File: src/rtl/assert_macros.svh
// Assertion macros shared by the RTL modules.
// Every property is sampled on clk and is disabled while rst_n is low.
`ifndef ASSERT_MACROS_SVH
`define ASSERT_MACROS_SVH

`ifndef ASSERT_OFF

`define ASSERT_ALWAYS(lbl, cond, msg) \
  lbl: assert property (@(posedge clk) disable iff (!rst_n) (cond)) else $error(msg);

`define ASSERT_IMPLY(lbl, ante, cons, msg) \
  lbl: assert property (@(posedge clk) disable iff (!rst_n) (ante) |-> (cons)) else $error(msg);

`define ASSERT_NEXT(lbl, ante, cons, msg) \
  lbl: assert property (@(posedge clk) disable iff (!rst_n) (ante) |=> (cons)) else $error(msg);

`else

`define ASSERT_ALWAYS(lbl, cond, msg)
`define ASSERT_IMPLY(lbl, ante, cons, msg)
`define ASSERT_NEXT(lbl, ante, cons, msg)

`endif

`endif

File: src/rtl/sncs_pkg.sv
`default_nettype none

package sncs_pkg;

  // Input item kinds.
  localparam logic [2:0] CMD_READ   = 3'd0;
  localparam logic [2:0] CMD_PROG   = 3'd1;
  localparam logic [2:0] CMD_SERASE = 3'd2;
  localparam logic [2:0] CMD_CERASE = 3'd3;
  localparam logic [2:0] CMD_DATA   = 3'd4;
  localparam logic [2:0] CMD_RXBYTE = 3'd5;

  // Stored operation of a command in flight.
  localparam logic [1:0] OPER_READ   = 2'd0;
  localparam logic [1:0] OPER_PROG   = 2'd1;
  localparam logic [1:0] OPER_SERASE = 2'd2;
  localparam logic [1:0] OPER_CERASE = 2'd3;

  // Result actions.
  localparam logic [2:0] ACT_SEL_LOW  = 3'd0;
  localparam logic [2:0] ACT_SEND     = 3'd1;
  localparam logic [2:0] ACT_XFER     = 3'd2;
  localparam logic [2:0] ACT_SEL_HIGH = 3'd3;
  localparam logic [2:0] ACT_READ     = 3'd4;
  localparam logic [2:0] ACT_DONE     = 3'd5;
  localparam logic [2:0] ACT_REJECT   = 3'd6;

  // Flash opcodes and fixed bytes.
  localparam logic [7:0] OPC_WREN  = 8'h06;
  localparam logic [7:0] OPC_RDSR  = 8'h05;
  localparam logic [7:0] OPC_READ  = 8'h03;
  localparam logic [7:0] OPC_PP    = 8'h02;
  localparam logic [7:0] OPC_SE    = 8'h20;
  localparam logic [7:0] OPC_CE    = 8'hC7;
  localparam logic [7:0] DUMMY     = 8'hFF;
  localparam logic [7:0] BUSY_MASK = 8'h01;

  // Every job is a subset of one fixed ordered list of slots; the back end
  // walks the enabled slots from the lowest up, one result per cycle while the output is not stalled.
  localparam int NUM_SLOTS = 15;
  localparam int SLOT_W    = $clog2(NUM_SLOTS);

  typedef logic [NUM_SLOTS-1:0] slot_mask_t;
  typedef logic [SLOT_W-1:0]    slot_idx_t;

  localparam slot_idx_t SLOT_RD_BYTE   = 4'd0;   // read byte (data)
  localparam slot_idx_t SLOT_PROG_BYTE = 4'd1;   // send data
  localparam slot_idx_t SLOT_POLL_END  = 4'd2;   // select high
  localparam slot_idx_t SLOT_CMD_SEL   = 4'd3;   // select low
  localparam slot_idx_t SLOT_CMD_OPC   = 4'd4;   // send opcode
  localparam slot_idx_t SLOT_ADDR_HI   = 4'd5;
  localparam slot_idx_t SLOT_ADDR_MID  = 4'd6;
  localparam slot_idx_t SLOT_ADDR_LO   = 4'd7;
  localparam slot_idx_t SLOT_CMD_END   = 4'd8;   // select high
  localparam slot_idx_t SLOT_POLL_SEL  = 4'd9;   // select low
  localparam slot_idx_t SLOT_POLL_OPC  = 4'd10;  // send 0x05
  localparam slot_idx_t SLOT_POLL_XFER = 4'd11;  // send 0xFF and capture
  localparam slot_idx_t SLOT_FIN_END   = 4'd12;  // select high
  localparam slot_idx_t SLOT_FIN_DONE  = 4'd13;  // done
  localparam slot_idx_t SLOT_REJECT    = 4'd14;

  localparam slot_mask_t M_ONE = slot_mask_t'(1);

  localparam slot_mask_t M_RD_BYTE   = M_ONE << SLOT_RD_BYTE;
  localparam slot_mask_t M_PROG_BYTE = M_ONE << SLOT_PROG_BYTE;
  localparam slot_mask_t M_POLL_END  = M_ONE << SLOT_POLL_END;
  localparam slot_mask_t M_CMD_HEAD  = (M_ONE << SLOT_CMD_SEL) | (M_ONE << SLOT_CMD_OPC);
  localparam slot_mask_t M_ADDR      = (M_ONE << SLOT_ADDR_HI) | (M_ONE << SLOT_ADDR_MID) |
                                       (M_ONE << SLOT_ADDR_LO);
  localparam slot_mask_t M_CMD_END   = M_ONE << SLOT_CMD_END;
  localparam slot_mask_t M_POLL_HEAD = (M_ONE << SLOT_POLL_SEL) | (M_ONE << SLOT_POLL_OPC);
  localparam slot_mask_t M_XFER      = M_ONE << SLOT_POLL_XFER;
  localparam slot_mask_t M_CLOSE     = (M_ONE << SLOT_FIN_END) | (M_ONE << SLOT_FIN_DONE);
  localparam slot_mask_t M_REJECT    = M_ONE << SLOT_REJECT;
  localparam slot_mask_t M_FINISH    = M_CMD_END | M_POLL_HEAD | M_XFER;

  // Job handed from the front end to the back end.
  typedef struct packed {
    slot_mask_t  mask;
    logic [7:0]  opcode;
    logic [23:0] addr;
    logic [7:0]  data;
  } job_t;

  // Queue status seen by the input handshake and the back end.
  typedef struct packed {
    logic full;
    logic empty;
  } q_status_t;

  localparam int QUEUE_DEPTH = 2;
  localparam int QUEUE_AW    = (QUEUE_DEPTH > 1) ? $clog2(QUEUE_DEPTH) : 1;
  localparam int QUEUE_CW    = $clog2(QUEUE_DEPTH + 1);

endpackage

`default_nettype wire

File: src/rtl/spi_nor_flash_command_sequencer_unit.sv
// An item goes via the job queue and the back end's current-job register into the
// output register. Throughput: an item with N results (1 to 10) yields one result per
// cycle while out_tready is high; the back end's single output register sets it.
// A two-entry job queue lets the next items be accepted while results drain.
// Reset (rst_n low, synchronous) returns to idle with the queue and output empty.
`default_nettype none

module spi_nor_flash_command_sequencer_unit
  import sncs_pkg::*;
(
  input  wire logic        clk,
  input  wire logic        rst_n,
  input  wire logic        in_tvalid,
  output logic             in_tready,
  input  wire logic [47:0] in_tdata,   // addr[23:0], count[39:24], data[47:40]
  input  wire logic [2:0]  in_tuser,   // cmd[2:0]
  output logic             out_tvalid,
  input  wire logic        out_tready,
  output logic [7:0]       out_tdata,  // byte_value[7:0]
  output logic [2:0]       out_tuser,  // action[2:0]
  output logic             out_tlast
);

  logic      accept;
  logic      pop;
  job_t      new_job;
  job_t      head_job;
  q_status_t q_status;

  assign in_tready = !q_status.full;
  assign accept    = in_tvalid && in_tready;

  sncs_front u_front (
    .clk   (clk),
    .rst_n (rst_n),
    .accept(accept),
    .cmd   (in_tuser),
    .addr  (in_tdata[23:0]),
    .count (in_tdata[39:24]),
    .data  (in_tdata[47:40]),
    .job   (new_job)
  );

  sncs_queue u_queue (
    .clk     (clk),
    .rst_n   (rst_n),
    .push    (accept),
    .push_job(new_job),
    .pop     (pop),
    .head_job(head_job),
    .status  (q_status)
  );

  sncs_back u_back (
    .clk       (clk),
    .rst_n     (rst_n),
    .head_job  (head_job),
    .q_status  (q_status),
    .pop       (pop),
    .out_tvalid(out_tvalid),
    .out_tready(out_tready),
    .out_tdata (out_tdata),
    .out_tuser (out_tuser),
    .out_tlast (out_tlast)
  );

endmodule

`default_nettype wire

File: src/rtl/sncs_front.sv
`default_nettype none

`include "assert_macros.svh"

module sncs_front
  import sncs_pkg::*;
(
  input  wire logic        clk,
  input  wire logic        rst_n,
  input  wire logic        accept,
  input  wire logic [2:0]  cmd,
  input  wire logic [23:0] addr,
  input  wire logic [15:0] count,
  input  wire logic [7:0]  data,
  output job_t             job
);

  typedef enum logic [4:0] {
    PH_IDLE      = 5'b00001,
    PH_POLL_PRE  = 5'b00010,
    PH_PROG_DATA = 5'b00100,
    PH_POLL_POST = 5'b01000,
    PH_READ_DATA = 5'b10000
  } phase_t;

  phase_t      phase_r,      phase_nxt;
  logic [1:0]  operation_r,  operation_nxt;
  logic [23:0] addr_r,       addr_nxt;
  logic [15:0] bytes_left_r, bytes_left_nxt;
  logic [15:0] bytes_dec;
  logic        busy;

  assign bytes_dec = bytes_left_r - 16'd1;
  assign busy      = (data & BUSY_MASK) != 8'h00;

  always_comb begin
    phase_nxt      = phase_r;
    operation_nxt  = operation_r;
    addr_nxt       = addr_r;
    bytes_left_nxt = bytes_left_r;
    job.mask       = M_REJECT;
    job.opcode     = OPC_READ;
    job.addr       = addr_r;
    job.data       = data;

    unique case (phase_r)
      PH_POLL_PRE: begin
        if (cmd == CMD_RXBYTE) begin
          if (busy) begin
            job.mask = M_XFER;
          end else begin
            job.mask = M_POLL_END | M_CMD_HEAD;
            unique case (operation_r)
              OPER_PROG: begin
                job.opcode = OPC_PP;
                job.mask   = job.mask | M_ADDR;
              end
              OPER_SERASE: begin
                job.opcode = OPC_SE;
                job.mask   = job.mask | M_ADDR;
              end
              default: job.opcode = OPC_CE;
            endcase
            if (operation_r == OPER_PROG && bytes_left_r != 16'd0) begin
              phase_nxt = PH_PROG_DATA;
            end else begin
              job.mask  = job.mask | M_FINISH;
              phase_nxt = PH_POLL_POST;
            end
          end
        end
      end
      PH_PROG_DATA: begin
        if (cmd == CMD_DATA) begin
          job.mask       = M_PROG_BYTE;
          bytes_left_nxt = bytes_dec;
          if (bytes_dec == 16'd0) begin
            job.mask  = M_PROG_BYTE | M_FINISH;
            phase_nxt = PH_POLL_POST;
          end
        end
      end
      PH_POLL_POST: begin
        if (cmd == CMD_RXBYTE) begin
          if (busy) begin
            job.mask = M_XFER;
          end else begin
            job.mask  = M_CLOSE;
            phase_nxt = PH_IDLE;
          end
        end
      end
      PH_READ_DATA: begin
        if (cmd == CMD_RXBYTE) begin
          bytes_left_nxt = bytes_dec;
          if (bytes_dec != 16'd0) begin
            job.mask = M_RD_BYTE | M_XFER;
          end else begin
            job.mask  = M_RD_BYTE | M_CLOSE;
            phase_nxt = PH_IDLE;
          end
        end
      end
      default: begin
        job.addr = addr;
        unique case (cmd) inside
          CMD_READ: begin
            operation_nxt  = OPER_READ;
            addr_nxt       = addr;
            bytes_left_nxt = count;
            if (count != 16'd0) begin
              job.mask  = M_CMD_HEAD | M_ADDR | M_XFER;
              phase_nxt = PH_READ_DATA;
            end else begin
              job.mask  = M_CMD_HEAD | M_ADDR | M_CLOSE;
              phase_nxt = PH_IDLE;
            end
          end
          CMD_PROG, CMD_SERASE, CMD_CERASE: begin
            operation_nxt  = cmd[1:0];
            addr_nxt       = addr;
            bytes_left_nxt = (cmd == CMD_PROG) ? count : 16'd0;
            job.opcode     = OPC_WREN;
            job.mask       = M_CMD_HEAD | M_FINISH;
            phase_nxt      = PH_POLL_PRE;
          end
          default: job.mask = M_REJECT;
        endcase
      end
    endcase
  end

  always_ff @(posedge clk) begin
    if (!rst_n) begin
      phase_r      <= PH_IDLE;
      operation_r  <= OPER_READ;
      addr_r       <= 24'd0;
      bytes_left_r <= 16'd0;
    end else if (accept) begin
      phase_r      <= phase_nxt;
      operation_r  <= operation_nxt;
      addr_r       <= addr_nxt;
      bytes_left_r <= bytes_left_nxt;
    end
  end

  // Program data is only awaited while bytes remain to be sent.
  `ASSERT_IMPLY(a_prog_left, phase_r == PH_PROG_DATA, bytes_left_r != 16'd0, "program phase with no bytes left")
  // Data may only be expected for a page program.
  `ASSERT_IMPLY(a_prog_oper, phase_r == PH_PROG_DATA, operation_r == OPER_PROG, "program phase for non-program operation")
  `ASSERT_ALWAYS(a_phase_onehot, $onehot(phase_r), "phase register not one-hot")

endmodule

`default_nettype wire

File: src/rtl/sncs_queue.sv
`default_nettype none

`include "assert_macros.svh"

module sncs_queue
  import sncs_pkg::*;
(
  input  wire logic clk,
  input  wire logic rst_n,
  input  wire logic push,
  input  wire job_t push_job,
  input  wire logic pop,
  output job_t      head_job,
  output q_status_t status
);

  job_t                mem_r [QUEUE_DEPTH];
  logic [QUEUE_AW-1:0] wr_ptr_r;
  logic [QUEUE_AW-1:0] rd_ptr_r;
  logic [QUEUE_CW-1:0] count_r;

  function automatic logic [QUEUE_AW-1:0] ptr_inc(input logic [QUEUE_AW-1:0] p);
    ptr_inc = (p == QUEUE_AW'(QUEUE_DEPTH - 1)) ? '0 : p + 1'b1;
  endfunction

  assign status.full  = count_r == QUEUE_CW'(QUEUE_DEPTH);
  assign status.empty = count_r == '0;
  assign head_job     = mem_r[rd_ptr_r];

  always_ff @(posedge clk) begin
    if (push) begin
      mem_r[wr_ptr_r] <= push_job;
    end
  end

  always_ff @(posedge clk) begin
    if (!rst_n) begin
      wr_ptr_r <= '0;
      rd_ptr_r <= '0;
      count_r  <= '0;
    end else begin
      if (push) begin
        wr_ptr_r <= ptr_inc(wr_ptr_r);
      end
      if (pop) begin
        rd_ptr_r <= ptr_inc(rd_ptr_r);
      end
      if (push && !pop) begin
        count_r <= count_r + 1'b1;
      end else if (pop && !push) begin
        count_r <= count_r - 1'b1;
      end
    end
  end

  `ASSERT_ALWAYS(a_q_bound, count_r <= QUEUE_CW'(QUEUE_DEPTH), "queue count beyond depth")
  `ASSERT_IMPLY(a_q_under, pop, !status.empty, "pop from empty queue")
  `ASSERT_IMPLY(a_q_over, push, !status.full || pop, "push into full queue")

endmodule

`default_nettype wire

File: src/rtl/sncs_back.sv
`default_nettype none

`include "assert_macros.svh"

module sncs_back
  import sncs_pkg::*;
(
  input  wire logic       clk,
  input  wire logic       rst_n,
  input  wire job_t       head_job,
  input  wire q_status_t  q_status,
  output logic            pop,
  output logic            out_tvalid,
  input  wire logic       out_tready,
  output logic [7:0]      out_tdata,
  output logic [2:0]      out_tuser,
  output logic            out_tlast
);

  job_t       cur_r;
  slot_mask_t rest;
  slot_idx_t  slot;
  logic       have_job;
  logic       out_load;
  logic       emit;
  logic       is_last;
  logic       out_valid_r;
  logic [2:0] act;
  logic [7:0] byte_val;

  assign have_job = cur_r.mask != '0;
  assign out_load = !out_valid_r || out_tready;
  assign emit     = out_load && have_job;
  assign rest     = cur_r.mask & (cur_r.mask - M_ONE);
  assign is_last  = rest == '0;
  assign pop      = !q_status.empty && (!have_job || (emit && is_last));

  // Lowest enabled slot goes out first.
  always_comb begin
    slot = '0;
    for (int i = NUM_SLOTS - 1; i >= 0; i--) begin
      if (cur_r.mask[i]) begin
        slot = SLOT_W'(i);
      end
    end
  end

  always_comb begin
    act      = ACT_REJECT;
    byte_val = 8'h00;
    unique case (slot) inside
      SLOT_RD_BYTE: begin
        act      = ACT_READ;
        byte_val = cur_r.data;
      end
      SLOT_PROG_BYTE: begin
        act      = ACT_SEND;
        byte_val = cur_r.data;
      end
      SLOT_POLL_END, SLOT_CMD_END, SLOT_FIN_END: act = ACT_SEL_HIGH;
      SLOT_CMD_SEL, SLOT_POLL_SEL:               act = ACT_SEL_LOW;
      SLOT_CMD_OPC: begin
        act      = ACT_SEND;
        byte_val = cur_r.opcode;
      end
      SLOT_ADDR_HI: begin
        act      = ACT_SEND;
        byte_val = cur_r.addr[23:16];
      end
      SLOT_ADDR_MID: begin
        act      = ACT_SEND;
        byte_val = cur_r.addr[15:8];
      end
      SLOT_ADDR_LO: begin
        act      = ACT_SEND;
        byte_val = cur_r.addr[7:0];
      end
      SLOT_POLL_OPC: begin
        act      = ACT_SEND;
        byte_val = OPC_RDSR;
      end
      SLOT_POLL_XFER: begin
        act      = ACT_XFER;
        byte_val = DUMMY;
      end
      SLOT_FIN_DONE: act = ACT_DONE;
      default:       act = ACT_REJECT;
    endcase
  end

  always_ff @(posedge clk) begin
    if (!rst_n) begin
      cur_r.mask  <= '0;
      out_valid_r <= 1'b0;
    end else begin
      if (pop) begin
        cur_r <= head_job;
      end else if (emit) begin
        cur_r.mask <= rest;
      end
      if (out_load) begin
        out_valid_r <= emit;
      end
    end
  end

  always_ff @(posedge clk) begin
    if (emit) begin
      out_tuser <= act;
      out_tdata <= byte_val;
      out_tlast <= is_last;
    end
  end

  assign out_tvalid = out_valid_r;

  // The front end never queues a job that produces no results.
  `ASSERT_IMPLY(a_job_nonempty, !q_status.empty, head_job.mask != '0, "empty job in queue")
  // A new job is only taken once the current one is fully emitted.
  `ASSERT_IMPLY(a_pop_clean, pop && have_job, emit && is_last, "job dropped before completion")
  `ASSERT_NEXT(a_out_hold, out_valid_r && !out_tready, out_valid_r && $stable(out_tuser) && $stable(out_tdata) && $stable(out_tlast), "stalled result changed")

endmodule

`default_nettype wire

File: config.mk
export PLATFORM = sky130hd
export DESIGN_NAME = spi_nor_flash_command_sequencer_unit
export DESIGN_NICKNAME = d
export VERILOG_FILES = /design/src/rtl/sncs_pkg.sv /design/src/rtl/spi_nor_flash_command_sequencer_unit.sv /design/src/rtl/sncs_front.sv /design/src/rtl/sncs_queue.sv /design/src/rtl/sncs_back.sv
export VERILOG_INCLUDE_DIRS = /design/src /design/src/rtl
export SDC_FILE = /design/constraint.sdc
export NUM_CORES = 1
export LEC_CHECK = 0
export BUFFER_PORTS_ARGS = -buffer_cell sky130_fd_sc_hd__buf_2
export CORE_ASPECT_RATIO = 1.5
export CORE_MARGIN = 1
export CORE_UTILIZATION = 50
export DETAILED_ROUTE_END_ITERATION = 8
export GPL_ROUTABILITY_DRIVEN = 0
export MAX_ROUTING_LAYER = met4
export PLACE_DENSITY = 0.73
export SETUP_SLACK_MARGIN = 0.4
export SYNTH_ARGS = -nofsm -noshare
export SYNTH_HDL_FRONTEND = slang
export SYNTH_HIERARCHICAL = 1
export SYNTH_SLANG_ARGS = --single-unit
File: constraint.sdc
create_clock -name clk -period 6.65 [get_ports clk]
set_input_delay 1.995 -clock clk [delete_from_list [all_inputs] [get_ports clk]]
set_output_delay 1.995 -clock clk [all_outputs]
set_load 0.02 [all_outputs]
==> results_dict.tcl, run 1 <==
set metrics [dict create \
    hold_viol 0 \
    start_util 0.509 \
    slowest_delay_ps 1020 \
    path_cells "buf_2 -> buf_4 -> nor2b_1 -> nor2b_4" \
    r2r-start "u_back/cur_r[40]$_SDFFE_PN0P_" \
    ys_seq_area_frac 0.580 \
    dr.pass1.iters 5 \
    hp-start "u_front/addr_r[5]$_SDFFE_PN0P_" \
    fillers 1724 \
    critical_path_class "in -> reg" \
    fin_tns_setup_ps 0 \
    coreArea_sq_um 21100 \
    portBuffers 68 \
    cts_setup_buffers 0 \
    antenna_found_initial 0 \
    critPathMaxFanout 40 \
    grt_pass1_vias 6566 \
    r2r_cells 7 \
    fp.dieH_um 181 \
    cellPowerDensity_nw_per_um2 473 \
    die_area_sq_um 22100 \
    critPathSlowestCell "nor2b_4" \
    max_cap_viol_count 0 \
    hpwl_um 14300 \
    postLayoutCoreUtil 0.556 \
    multi_input_area_sq_um 3990 \
    hold_buffers 0 \
    setup_viol 0 \
    final_nets 968 \
    syn_inst 872 \
    numCtsBuffers 21 \
    antenna_cells 0 \
    ys_types 84 \
    setup.worst_path.start_class "primary input" \
    period_needed_ps 4070 \
    remaining_drc_errors 0 \
    rsz0062_at_grt "no" \
    finClkSkew_ps 17.6 \
    end_kind "register" \
    min_path_type "reg -> reg" \
    cts_sinks 230 \
    leakagePower_nw 4.29 \
    cp.required_ps 6770 \
    grt_max_degree 56 \
    grt_pass1_wl_um 33800 \
    avgSynthCellArea_sq_um 12.3 \
    grt.total_usage 0.200 \
    synth_area_sq_um 10700 \
    status "finished clean" \
    cts.repair.resized 0 \
    synth.ff_latch_count 230 \
    finalMaxSlewViolations 0 \
    detail_route.iter0.violations 470 \
    post_drt_wl_per_cell_um 17.6 \
    whs_endpoint "u_front/addr_r[5]$_SDFFE_PN0P_" \
    num_vias 6786 \
    die_x_um 122 \
    rows 65 \
    ff_latch_area_sq_um 6230 \
    ant_nets 0 \
    async_reset_ff_frac 0 \
    min_period_over_period 0.613 \
    yosys_warnings 6 \
    cp.arrival_ps 4200 \
    h-tree-depth 1 \
    viasPerCell 5.70 \
    cts-root-buf "clkbuf_16" \
    dominantRegCellSynth "edfxtp_1" \
    clk_latency_ps 500 \
    synth_edf_count 162 \
    rrSetupSlack_ps 2990 \
    slew_headroom 0.205 \
    synthToLayoutAreaGrowth_pct 9.26 \
    totalWireLength_um 20900 \
    clock.fmax_mhz 245 \
    r2r_end "u_back/cur_r[2]$_DFFE_PP_" \
    holdPathStages 2 \
    tritoncts "built" \
    drive_gt1_frac 0.254 \
    ir_worst_vdd_mv 0.267 \
    pin_count 69 \
    overflow 0 \
    cts_buffer_depth 3 \
    worst_slew_pin_slew_ps 1180 \
    clkTransAtPathRegs_ps 60 \
]
-- metal layers --
metal  global-route usage  share of wire  wire (um)
met1                0.236           0.42       8750
met2                0.348           0.52      10900
met3               0.0217          0.033        684
met4               0.0716          0.029        609
met5                    -              0          0
-- cell usage after synthesis (6+ instances only) --
| cell type | number | area [sq um] |
|---|---|---|
| a211oi_1 | 8 | 60.1 |
| o211ai_1 | 10 | 75.1 |
| edfxtp_1 | 162 | 4860 |
| mux2i_1 | 35 | 350 |
| dfxtp_1 | 68 | 1360 |
| or3_1 | 11 | 68.8 |
| a21oi_1 | 16 | 80.1 |
| or2_2 | 7 | 43.8 |
| and2_1 | 6 | 37.5 |
| buf_4 | 21 | 158 |
| o21ai_0 | 14 | 70.1 |
| o21a_1 | 7 | 52.6 |
| nor2b_1 | 11 | 68.8 |
| xor2_1 | 9 | 78.8 |
| nor2_1 | 83 | 312 |
| nor4_1 | 15 | 93.8 |
| mux2_2 | 82 | 923 |
| nand2_1 | 66 | 248 |
| nand3_1 | 16 | 80.1 |
| o21ai_2 | 6 | 52.6 |
| o22ai_1 | 7 | 43.8 |
| a22oi_1 | 8 | 60.1 |
| buf_2 | 11 | 55.1 |
| clkbuf_1 | 21 | 78.8 |
| buf_6 | 10 | 113 |
| nor3_1 | 24 | 120 |
| o21ai_1 | 9 | 45.0 |
| inv_1 | 18 | 67.6 |
-- cells in the final DEF (no fill, tap or decap), types with 6 or more instances in the layout --
cell type,n
o21a_1,7
mux2i_1,35
clkbuf_16,21
dfxtp_1,67
nand2_1,66
nor2b_1,9
nor3_1,24
a211oi_1,8
o21ai_2,6
buf_4,13
or2_2,7
o211ai_1,10
nor4_1,15
o21ai_1,9
mux2_2,82
nor2_1,82
a22oi_1,8
edfxtp_1,162
a21oi_1,16
or3_1,11
buf_2,68
o21ai_0,14
o22ai_1,7
xor2_1,9
nand3_1,16
inv_1,18
-- cell type report --
type                    count  area share
well taps                 268      0.0286
flip-flops and latches    230       0.531
inverters                  18     0.00576
clock inverters            12     0.00971
clock buffers              26      0.0464
multi-input cells         556       0.341
repair buffers             81      0.0374
-- through the flow --
stage                     power, W  cell area, sq um  hold slack (ps)  instances  setup slack (ps)
after floorplan            0.00387             10700              458        873              1310
after global placement     0.00435             11100              468       1153              2120
after detailed placement   0.00440             11100              479       1153              2060
after CTS                  0.00558             11700              496       1191              2570
after global routing       0.00586             11700              515       1191              2300
final                      0.00555             11700              489       1191              2580
-- worst max-delay path by stage --
stage | from | end | slack, ps | cells after the start
after floorplan | in_tvalid | u_queue/mem_r[0][0]$_DFFE_PP_ | 1310 | 2
final | rst_n | u_back/cur_r[2]$_DFFE_PP_ | 2580 | 4
after CTS | rst_n | u_back/cur_r[0]$_DFFE_PP_ | 2570 | 4
after detailed placement | rst_n | u_back/cur_r[22]$_DFFE_PP_ | 2060 | 4
after global routing | rst_n | u_back/cur_r[0]$_DFFE_PP_ | 2300 | 4
after global placement | rst_n | u_back/cur_r[6]$_DFFE_PP_ | 2120 | 4
-- state kept, by name (all words and copies together) (netlist names), named ones only --
name and flops:
u_queue/mem_r 110, u_back/cur_r 55, u_front/addr_r 24, u_front/bytes_left_r 16, u_back/out_tdata 8, u_front/phase_r 5
u_back/out_tuser 3, u_front/operation_r 2, u_queue/count_r 2, u_back/out_tlast 1, u_back/out_tvalid 1, u_queue/rd_ptr_r 1
u_queue/wr_ptr_r 1
-- power breakdown --
| part | switching (W) | leakage [nW] | internal [W] | total [W] |
|---|---|---|---|---|
| clock network | 0.000510 | 0.316 | 0.000662 | 0.00117 |
| logic | 0.00140 | 1.90 | 0.000828 | 0.00223 |
| registers | 0.000176 | 2.08 | 0.00197 | 0.00215 |
-- cells by family after synthesis --
family / count (synthesis) / synth area share
simple gates: 272 / 0.127
flops: 230 / 0.580
compound gates: 144 / 0.103
mux: 117 / 0.119
buf+inv: 87 / 0.0510
xor+xnor: 14 / 0.0114
fa+ha+maj: 7 / 0.00770
other cells: 1 / 0.000350
-- critical path: cells and delay by family --
family / cells / cell delay, ps
buffers and inverters: 2 / 380
and+or+nand+nor: 2 / 1790
Note: power is estimated with default switching activity, not from simulation.
==> run 2: changes to the inputs <==
--- a/config.mk
+++ b/config.mk
@@ -6,6 +6,7 @@
 export SDC_FILE = /design/constraint.sdc
 export NUM_CORES = 1
 export LEC_CHECK = 0
+export ABC_AREA = 1
 export BUFFER_PORTS_ARGS = -buffer_cell sky130_fd_sc_hd__buf_2
 export CORE_ASPECT_RATIO = 1.5
 export CORE_MARGIN = 1
==> constraint.sdc (replaced) <==
create_clock -name clk -period 3.95 [get_ports clk]
set_input_delay 1.185 -clock clk [delete_from_list [all_inputs] [get_ports clk]]
set_output_delay 1.185 -clock clk [all_outputs]
set_load 0.02 [all_outputs]
==> run 2 against run 1 <==
Utilization increased by 0.97 points; first-iteration DRC count up 19%; flip-flop and latch count unchanged; clock skew down 5.2 ps; cell area grew 2.1%; combinational power rose by 30%; final cell count rose by 17%; register-to-register slack got worse by 1700 ps; critical endpoint is now u_queue/count_r[1]$_SDFFE_PN0P_.
==> results_dict.tcl, run 2 <==
set metrics [dict create \
    tritoncts "built" \
    worst_slew_pin_slew_ps 1030 \
    remaining_drc_errors 0 \
    async_reset_ff_frac 0 \
    min_path_type "reg -> reg" \
    critical_path_class "reg -> reg" \
    h-tree-depth 1 \
    end_kind "register" \
    final_cell_mix "196 x nand2_1, 162 x edfxtp_1, 118 x inv_1" \
    num_vias 7254 \
    ys_seq_area_frac 0.576 \
    rsz0062_at_grt "no" \
    hold_buffers 0 \
    post-place-ws_ps 1020 \
    dominantRegCellSynth "edfxtp_1" \
    clkTransAtPathRegs_ps 60 \
    cts_sinks 230 \
    max_cap_viol_count 0 \
    cp.arrival_ps 3080 \
    cts_buffer_depth 3 \
    placed_area_sq_um 11200 \
    postLayoutCoreUtil 0.566 \
    setup_viol 0 \
    finalMaxSlewViolations 0 \
    power_frac_seq 0.407 \
    synth_edf_count 162 \
    r2r_end "u_queue/count_r[1]$_SDFFE_PN0P_" \
    detail_route.iter0.violations 559 \
    yosys_warnings 6 \
    cts.repair.resized 0 \
    die_area_sq_um 22200 \
    avgSynthCellArea_sq_um 10.2 \
    setup.worst_path.start_class "register" \
    finClkSkew_ps 12.4 \
    whs_endpoint "u_front/addr_r[13]$_SDFFE_PN0P_" \
    hold_viol 0 \
    syn_inst 1062 \
    drive_gt1_frac 0.191 \
    synth.ff_latch_count 230 \
    r2r-start "u_back/cur_r[40]$_SDFFE_PN0P_" \
    grt_pass1_vias 6999 \
    fillers 1781 \
    coreArea_sq_um 21100 \
    antenna_found_initial 0 \
    hp-start "u_front/addr_r[13]$_SDFFE_PN0P_" \
    largest_register_ffs 110 \
    regMostFlops "u_queue/mem_r" \
    synth_area_leaders "edfxtp_1 45%, dfxtp_1 13%, mux2_4 6.9%" \
    yosysTopAreaCell "edfxtp_1" \
    post_drt_wl_per_cell_um 14.6 \
    dr.pass1.iters 5 \
    synth_top_area_share 0.450 \
    grt_pass1_wl_um 33700 \
    overflow 0 \
    min_period_over_period 0.678 \
    finalPower_w 0.00863 \
    holdPathStages 2 \
    pin_count 69 \
    r2r_cells 17 \
    clk_latency_ps 500 \
    clock.fmax_mhz 374 \
    viasPerCell 5.19 \
    cts-root-buf "clkbuf_16" \
    synth_most_common_cell "nand2_1" \
    critPathMaxFanout 23 \
    slew_headroom 0.316 \
    totalWireLength_um 20400 \
    fin_tns_setup_ps 0 \
    rows 65 \
    p_sw_w 0.00306 \
    switching_share 0.354 \
    cp.required_ps 4350 \
    ant_nets 0 \
    synthToLayoutAreaGrowth_pct 10.7 \
    final_common_cell "nand2_1" \
    worst_slack_ps 1270 \
    ys_types 45 \
    rrSetupSlack_ps 1270 \
    final_nets 1173 \
    path_cells "nor2_4 -> nand2_4 -> nor2_8 -> inv_2 -> nand2_1 -> nand3_1 -> nor2_2 -> nand4_1 -> nand2_2 -> nand2_2 -> inv_1 -> inv_1 -> ha_1 -> inv_1 -> nand4_1 -> nand2_1 -> nor2_1" \
    start_util 0.511 \
    portBuffers 68 \
    slowest_delay_ps 370 \
    synth_area_sq_um 10800 \
    leakagePower_nw 4.98 \
    cts_setup_buffers 0 \
    die_x_um 122 \
    ir_worst_vdd_mv 0.364 \
    final_cell_area_sq_um 12000 \
    pwr-share-clk 0.256 \
    status "finished clean" \
    antenna_cells 0 \
    numCtsBuffers 22 \
    hpwl_um 14100 \
    fp.dieH_um 182 \
    yosys-top-cells-count "196 x nand2_1, 162 x edfxtp_1, 119 x inv_1" \
    grt.total_usage 0.196 \
    reg.largest.list "u_queue/mem_r x110, u_back/cur_r x55, u_front/addr_r x24" \
    cellPowerDensity_nw_per_um2 721 \
    pwr-share-comb 0.337 \
    p_int_w 0.00557 \
    critPathSlowestCell "dfxtp_1" \
    period_needed_ps 2680 \
    cpMostUsedCell "inv_1" \
    grt_max_degree 65 \
]
==> run 2: logic make-up (layout without fill, tap and decap cells) <==
group | after synthesis | count (layout) | synth area share
XOR/XNOR | 1 | 1 | 0.000810
adder cells (fa/ha/maj) | 5 | 5 | 0.00579
flip-flops | 230 | 230 | 0.576
other | 1 | 2 | 0.000347
buffers and inverters | 178 | 244 | 0.0818
AND/OR/NAND/NOR | 411 | 411 | 0.172
AO/OA/AOI/OAI | 181 | 181 | 0.0883
multiplexers | 55 | 55 | 0.0746
==> run 2: layout make-up <==
class,instances,area (sq um),share of cell area
Inverter,128,480,0.0401
Multi-Input combinational cell,655,3720,0.311
Clock inverter,16,211,0.0177
Timing Repair Buffer,76,425,0.0355
Tap cell,268,335,0.0280
Clock buffer,24,568,0.0475
Sequential cell,230,6230,0.520
==> run 2: routing by layer <==
layer | track usage | vias up | routed length, um
li1 | - | 3690 | -
met1 | 0.235 | 3353 | 8580
met2 | 0.337 | 168 | 10600
met3 | 0.0266 | 43 | 755
met4 | 0.0634 | 0 | 525
met5 | - | - | 0
==> run 2: worst max-delay path: cells and delay by family (launching register included) <==
| family | cells | cell delay, ps |
|---|---|---|
| buf+inv | 4 | 420 |
| simple gates | 12 | 1440 |
| fa+ha+maj | 1 | 320 |
| flops | 1 | 370 |
==> run 2: worst max path at each step <==
stage | start | endpoint | cells past startpoint
global route | u_front/phase_r[3]$_SDFFE_PN0P_ | u_front/addr_r[5]$_SDFFE_PN0P_ | 10
finish | u_back/cur_r[40]$_SDFFE_PN0P_ | u_queue/count_r[1]$_SDFFE_PN0P_ | 17
floorplan | in_tvalid | u_queue/mem_r[0][0]$_DFFE_PP_ | 4
global placement | out_tready | u_queue/count_r[1]$_SDFFE_PN0P_ | 14
CTS | u_back/cur_r[40]$_SDFFE_PN0P_ | u_queue/count_r[1]$_SDFFE_PN0P_ | 17
detailed placement | in_tuser[1] | u_front/bytes_left_r[11]$_SDFFE_PN0P_ | 10
==> run 2: power groups by stage <==
stage / clock (W) / combinational [W] / sequential [W]
floorplan: 0 / 0.00228 / 0.00353
global placement: 0 / 0.00285 / 0.00355
detailed placement: 0 / 0.00289 / 0.00357
CTS: 0.00226 / 0.00291 / 0.00352
global route: 0.00236 / 0.00325 / 0.00357
finish: 0.00221 / 0.00290 / 0.00352
==> run 2: per-stage QoR <==
stage | hold WS (ps) | instances
detailed placement | 441 | 1357
CTS | 451 | 1397
global route | 468 | 1397
floorplan | 425 | 1063
finish | 447 | 1397
global placement | 434 | 1357
